## config.mk

```make
export PLATFORM = sky130hd
export DESIGN_NAME = rgb_cmyk_converter_top
export DESIGN_NICKNAME = d
export VERILOG_FILES = /design/src/hw/rtl/rcc_pkg.sv /design/src/hw/rtl/rgb_cmyk_converter_top.sv /design/src/hw/rtl/rcc_front.sv /design/src/hw/rtl/rcc_div_stage.sv
export SDC_FILE = /design/constraint.sdc
export NUM_CORES = 2
export LEC_CHECK = 0
export BUFFER_PORTS_ARGS = -buffer_cell sky130_fd_sc_hd__buf_2
export CAP_MARGIN = 20
export CORE_MARGIN = 5
export CORE_UTILIZATION = 55
export CTS_CLUSTER_DIAMETER = 50
export DETAILED_ROUTE_END_ITERATION = 16
export GPL_TIMING_DRIVEN = 1
export PLACE_DENSITY_LB_ADDON = 0.2
export SLEW_MARGIN = 20
export SYNTH_ARGS = -nofsm -noshare
export SYNTH_HDL_FRONTEND = slang
export SYNTH_SLANG_ARGS = --single-unit
```

## constraint.sdc

```tcl
create_clock -name clk -period 5.76 [get_ports clk]
set_clock_uncertainty 0.2 [all_clocks]
set_input_delay 0.288 -clock clk [delete_from_list [all_inputs] [get_ports clk]]
set_output_delay 0.288 -clock clk [all_outputs]
set_load 0.05 [all_outputs]
```

## src/hw/rtl/rcc_pkg.sv

```systemverilog
// ----------------------------------------------------------------------------
// rcc_pkg: shared types and constants for the rgb/cmyk converter
// channel width, full-scale value and the word that flows down the divider
// ----------------------------------------------------------------------------
package rcc_pkg;

  localparam int CHANNEL_BITS = 8;
  localparam int PROD_BITS    = 2 * CHANNEL_BITS;
  localparam int LANES        = 3;

  typedef logic [CHANNEL_BITS-1:0] chan_t;
  typedef logic [PROD_BITS-1:0]    prod_t;

  localparam chan_t FULL = '1;
  localparam chan_t ONE  = chan_t'(1);
  localparam chan_t ZERO = '0;

  typedef enum logic {
    FUNC_RGB_TO_CMYK = 1'b0,
    FUNC_CMYK_TO_RGB = 1'b1
  } func_t;

  // one divider lane: remainder in hi, shifting dividend/quotient in lo
  typedef struct packed {
    chan_t hi;
    chan_t lo;
    chan_t dvs;
  } lane_t;

  typedef struct packed {
    lane_t [LANES-1:0] lane;
    chan_t             kout;
  } word_t;

endpackage

```

## src/hw/rtl/rgb_cmyk_converter_top.sv

```systemverilog
// ----------------------------------------------------------------------------
// rgb_cmyk_converter_top: pipelined rgb <-> cmyk pixel converter
// two front stages, then one stage per quotient bit of the long division
// throughput is one word per cycle; every stage holds its word under stall
// and refills any bubble, so a full pipe stalls only when the output does
// synchronous active-high rst clears all valid bits; payload is not reset
// ----------------------------------------------------------------------------
module rgb_cmyk_converter_top (
  input  logic            clk,
  input  logic            rst,
  // input word
  input  logic            in_valid,
  output logic            in_stall,
  input  logic            func,
  input  rcc_pkg::chan_t  in_a,
  input  rcc_pkg::chan_t  in_b,
  input  rcc_pkg::chan_t  in_c,
  input  rcc_pkg::chan_t  in_d,
  // output word
  output logic            out_valid,
  input  logic            out_stall,
  output rcc_pkg::chan_t  out_a,
  output rcc_pkg::chan_t  out_b,
  output rcc_pkg::chan_t  out_c,
  output rcc_pkg::chan_t  out_d
);

  // chain of divider stages; index 0 is the front end output
  rcc_pkg::word_t  wd [0:rcc_pkg::CHANNEL_BITS];
  logic            vd [0:rcc_pkg::CHANNEL_BITS];
  logic            sd [0:rcc_pkg::CHANNEL_BITS];

  // front end: max(r,g,b), then dividend = product, divisor = max or full
  // for rgb->cmyk: (max - chan) * full / max, black pixel gives zero
  // for cmyk->rgb: (full - ink) * (full - k) / full
  rcc_front u_front (
    .clk      (clk),
    .rst      (rst),
    .up_valid (in_valid),
    .up_stall (in_stall),
    .func     (func),
    .in_a     (in_a),
    .in_b     (in_b),
    .in_c     (in_c),
    .in_d     (in_d),
    .dn_valid (vd[0]),
    .dn_stall (sd[0]),
    .dn_word  (wd[0])
  );

  // one quotient bit per stage; quotient never exceeds full scale,
  // so channel-width steps give the exact floor and no saturation is needed
  for (genvar g = 0; g < rcc_pkg::CHANNEL_BITS; g++) begin : g_div
    rcc_div_stage u_stage (
      .clk      (clk),
      .rst      (rst),
      .up_valid (vd[g]),
      .up_stall (sd[g]),
      .up_word  (wd[g]),
      .dn_valid (vd[g+1]),
      .dn_stall (sd[g+1]),
      .dn_word  (wd[g+1])
    );
  end

  // last divider stage is the output register
  assign sd[rcc_pkg::CHANNEL_BITS] = out_stall;
  assign out_valid = vd[rcc_pkg::CHANNEL_BITS];
  assign out_a     = wd[rcc_pkg::CHANNEL_BITS].lane[0].lo;
  assign out_b     = wd[rcc_pkg::CHANNEL_BITS].lane[1].lo;
  assign out_c     = wd[rcc_pkg::CHANNEL_BITS].lane[2].lo;
  assign out_d     = wd[rcc_pkg::CHANNEL_BITS].kout;

endmodule

```

## src/hw/rtl/rcc_front.sv

```systemverilog
// ----------------------------------------------------------------------------
// rcc_front: max search and product stages
// stage 1 finds max(r,g,b); stage 2 forms the k output and each lane's dividend and divisor
// ----------------------------------------------------------------------------
module rcc_front (
  input  logic                clk,
  input  logic                rst,
  input  logic                up_valid,
  output logic                up_stall,
  input  logic                func,
  input  rcc_pkg::chan_t      in_a,
  input  rcc_pkg::chan_t      in_b,
  input  rcc_pkg::chan_t      in_c,
  input  rcc_pkg::chan_t      in_d,
  output logic                dn_valid,
  input  logic                dn_stall,
  output rcc_pkg::word_t      dn_word
);

  // stage 1 registers
  logic                                 v1;
  logic                                 func1;
  rcc_pkg::chan_t [rcc_pkg::LANES-1:0]  ch1;
  rcc_pkg::chan_t                       k1;
  rcc_pkg::chan_t                       mx1;
  rcc_pkg::chan_t                       mx_ab;
  rcc_pkg::chan_t                       mx_next;
  logic                                 stall1;
  logic                                 stall2;

  // stage 2 logic
  rcc_pkg::word_t                       word_next;
  rcc_pkg::prod_t                       px;
  rcc_pkg::prod_t                       py;
  rcc_pkg::prod_t                       prod;

  assign stall2   = dn_valid && dn_stall;
  assign stall1   = v1 && stall2;
  assign up_stall = stall1;

  always_comb begin
    mx_ab   = (in_b > in_a) ? in_b : in_a;
    mx_next = (in_c > mx_ab) ? in_c : mx_ab;
  end

  always_ff @(posedge clk) begin
    if (rst) begin
      v1 <= 1'b0;
    end else if (!stall1) begin
      v1 <= up_valid;
    end
    if (!stall1) begin
      func1  <= func;
      ch1[0] <= in_a;
      ch1[1] <= in_b;
      ch1[2] <= in_c;
      k1     <= in_d;
      mx1    <= mx_next;
    end
  end

  always_comb begin
    word_next = '0;
    px        = '0;
    py        = '0;
    prod      = '0;
    for (int i = 0; i < rcc_pkg::LANES; i++) begin
      if (func1 == rcc_pkg::FUNC_CMYK_TO_RGB) begin
        px = {rcc_pkg::ZERO, rcc_pkg::chan_t'(rcc_pkg::FULL - ch1[i])};
        py = {rcc_pkg::ZERO, rcc_pkg::chan_t'(rcc_pkg::FULL - k1)};
      end else begin
        px = {rcc_pkg::ZERO, rcc_pkg::chan_t'(mx1 - ch1[i])};
        py = {rcc_pkg::ZERO, rcc_pkg::FULL};
      end
      prod = rcc_pkg::prod_t'(px * py);
      word_next.lane[i].hi = prod[rcc_pkg::PROD_BITS-1:rcc_pkg::CHANNEL_BITS];
      word_next.lane[i].lo = prod[rcc_pkg::CHANNEL_BITS-1:0];
      if (func1 == rcc_pkg::FUNC_CMYK_TO_RGB) begin
        word_next.lane[i].dvs = rcc_pkg::FULL;
      end else if (mx1 == rcc_pkg::ZERO) begin
        // black pixel: dividend is zero, any nonzero divisor gives zero
        word_next.lane[i].dvs = rcc_pkg::ONE;
      end else begin
        word_next.lane[i].dvs = mx1;
      end
    end
    if (func1 == rcc_pkg::FUNC_CMYK_TO_RGB) begin
      word_next.kout = rcc_pkg::ZERO;
    end else begin
      word_next.kout = rcc_pkg::chan_t'(rcc_pkg::FULL - mx1);
    end
  end

  always_ff @(posedge clk) begin
    if (rst) begin
      dn_valid <= 1'b0;
    end else if (!stall2) begin
      dn_valid <= v1;
    end
    if (!stall2) begin
      dn_word <= word_next;
    end
  end

endmodule

```

## src/hw/rtl/rcc_div_stage.sv

```systemverilog
// ----------------------------------------------------------------------------
// rcc_div_stage: one restoring division step on all three lanes
// shifts one dividend bit into the remainder and one quotient bit out
// ----------------------------------------------------------------------------
module rcc_div_stage (
  input  logic            clk,
  input  logic            rst,
  input  logic            up_valid,
  output logic            up_stall,
  input  rcc_pkg::word_t  up_word,
  output logic            dn_valid,
  input  logic            dn_stall,
  output rcc_pkg::word_t  dn_word
);

  rcc_pkg::word_t                   word_next;
  logic [rcc_pkg::CHANNEL_BITS:0]   t;
  logic [rcc_pkg::CHANNEL_BITS:0]   dv;
  logic                             stall;

  assign stall    = dn_valid && dn_stall;
  assign up_stall = stall;

  always_comb begin
    word_next = up_word;
    t         = '0;
    dv        = '0;
    for (int i = 0; i < rcc_pkg::LANES; i++) begin
      t  = {up_word.lane[i].hi, up_word.lane[i].lo[rcc_pkg::CHANNEL_BITS-1]};
      dv = {1'b0, up_word.lane[i].dvs};
      word_next.lane[i].lo = {up_word.lane[i].lo[rcc_pkg::CHANNEL_BITS-2:0], 1'b0};
      if (t >= dv) begin
        word_next.lane[i].hi    = rcc_pkg::chan_t'(t - dv);
        word_next.lane[i].lo[0] = 1'b1;
      end else begin
        word_next.lane[i].hi = t[rcc_pkg::CHANNEL_BITS-1:0];
      end
    end
  end

  always_ff @(posedge clk) begin
    if (rst) begin
      dn_valid <= 1'b0;
    end else if (!stall) begin
      dn_valid <= up_valid;
    end
    if (!stall) begin
      dn_word <= word_next;
    end
  end

endmodule
```

==> metrics.cfg <==
[clocking]
clock_latency_ns=0.62
h-tree-depth=3
clkTransAtPathRegs_ns=0.06
cts_tree=yes
clockRootBuffer=clkbuf_16
numCtsBuffers=73
cts_sinks=595
clock_path_buffers=3

[yosys]
synth_edf_count=585
ys_seq_area_frac=0.4767
synth_flop_cell=edfxtp_1
yosys-top-cells-count=edfxtp_1 (585), inv_1 (359), nor2_1 (339)
yosys_warnings=0
yosys.area.top_type_share=0.4713
synth_cell_type_count=78
async_reset_ff_frac=0
netlist_instances=3153
synth_nets=3659
yosysMostFrequentCell=edfxtp_1
ys_ff_latch=595
yosysTopAreaCell=edfxtp_1
syn_area_um2=37270
ys_top_cells_by_area=edfxtp_1 (47%), ha_1 (11%), fa_1 (7.1%)
syn_area_per_cell_um2=11.82

[critical_path]
endpoint_kind=flop
rr_startpoint=u_front.mx1[2]$_DFFE_PN_
crit_start=u_front.mx1[2]$_DFFE_PN_
path_class=flop to flop
r2r_setup_slack_ns=0.14
required_ns=5.93
cp_data_arrival_time_ns=5.79
cp_max_fo=5
crit_path_start_kind=flop

[routing]
wl_um=88010
wire_per_inst_um=20.19
num_vias=25560
via_per_inst=5.866
drt-pass1-iter-count=7
drc=0
ant_nets=0
drtIter0Drc=1992

[layout]
fin_nets=3932
fillers=5112
drive_gt1_frac=0.1501
antenna_cells=0
area_growth_pct=14.71

[job]
maxCapViolations=0

[floorplan]
core_um2=67160
start_util=0.5550
die_h_um=270.3
die_area_um2=73070
ioPinCount=71
dieWidth_um=270.3
rows=95

[place]
io_buffers=70
dp_hpwl_um=67400
place_congestion=0.9040

[global_routing]
grt_max_degree=66
antenna_found_initial=1
grt_overflow=0
grt_pass1_wl_um=138200
grt_pass1_vias=25700
track_usage=0.2355

[timing]
relSlewSlack=0.3059
drv_slew=0
hold_viol=0
fin_hold_ws_ns=0.1929
tightestPinTransition_ns=1.028
finalSetupViolations=0
rsz0062_at_grt=yes
finalCritPeriodShare=0.9759
max_freq_mhz=177.9
fin_crit_ns=5.621

[status]
status=finished clean

[min_path]
hold_class=flop to flop
min_from=u_front.dn_word[7]$_SDFFCE_PP0N_

-- stage by stage --
stage	setup slack [ns]	util	cell area (um^2)	cells	TNS (ns)
global placement	-0.09949	0.5849	39280	4164	-0.5734
CTS	0.01127	0.6289	42240	4342	0
global route	-0.05601	0.6366	42750	4358	-0.3345
detailed placement	-0.2199	0.5849	39280	4164	-1.817
floorplan	0.03710	-	37270	3153	0
finish	0.1390	0.6366	42750	4358	0
-- worst paths after layout --
path / endpoint / depth (start not counted)
worst max-delay path: u_front.dn_word[29]$_DFFE_PN_ / 20
worst min-delay path: g_div[0].u_stage.dn_word[7]$_DFFE_PN_ / 0
worst max register to register: u_front.dn_word[29]$_DFFE_PN_ / 20
worst min register to register: g_div[0].u_stage.dn_word[7]$_DFFE_PN_ / 0
-- logic make-up after synthesis --
group,after synthesis,synth area share
DFF,595,0.4767
xor gates and xnor gates,57,0.01339
muxes,166,0.05160
adders and majority gates,469,0.1840
and+or+nand+nor,758,0.1039
buffers and inverters,438,0.04911
AOI/OAI and AO/OA,670,0.1213
-- cell type report --
cell class                 instances  area (um^2)  area share
clock inverter                    50        551.8     0.01291
sequential                       595        17770      0.4156
inverter                         384         1441     0.03371
multi-input combinational       2120        18180      0.4252
clock buffer                      84         1878     0.04393
tap                              873         1092     0.02555
timing repair buffer             252         1844     0.04314
-- per-layer routing --
metal  up-vias  GRT usage  wire (um)
li1      12150          -          -
met5         -          0          0
met4         0    0.07643       3016
met3       185    0.02905       3555
met1     12560     0.3012      36360
met2       679     0.4188      45080
-- layout by cell type (no fill, tap or decap), types with 33 or more instances in the layout --
cell type	count
ha_1	323
buf_2	70
edfxtp_1	585
xnor2_1	49
inv_1	348
dlygate4sd3_1	37
mux2_4	33
o21ai_1	50
nor2_1	337
o21ai_0	123
mux2i_1	56
nand4_1	52
o21a_1	68
fa_1	123
buf_4	138
nand3_1	53
nor2b_1	59
clkbuf_16	73
o31a_1	44
a21oi_1	152
nor3_1	43
mux2_1	72
-- worst max-delay path: stages (launching register included) --
cell      delay, ns
edfxtp_1       0.51
ha_1           0.43
nor2b_2        0.19
o21ai_2        0.13
buf_4          0.14
nand3_2        0.09
a31oi_4        0.23
nand2b_4       0.16
fa_1           0.43
fa_1           0.51
inv_2          0.05
fa_1           0.52
inv_1          0.05
fa_1           0.53
inv_1          0.06
ha_4           0.22
o21a_1         0.11
o31a_1         0.13
or3_1          0.32
a41o_1         0.24
xor2_1         0.14
-- registers in the layout, summed over array words and instances, names as in the netlist --
name and flops:
u_front.k1 8, u_front.func1 1, u_front.mx1 8, u_front.ch1 24
g_div.u_stage.dn_valid 8, g_div.u_stage.dn_word 480, u_front.dn_word 64, u_front.dn_valid 1
u_front.v1 1
-- timing repair --
item                                   4_1_cts  5_1_grt
endpoints found under the hold margin       51        0
pin swaps                                   10       77
setup buffers                                7       16
hold buffers                                37        0
resized for setup                           23       87
setup endpoints to repair                   15       24
Power is left out: the tool's default activity adds up to more than one toggle a clock period on the data nets, which glitch-free logic cannot reach.
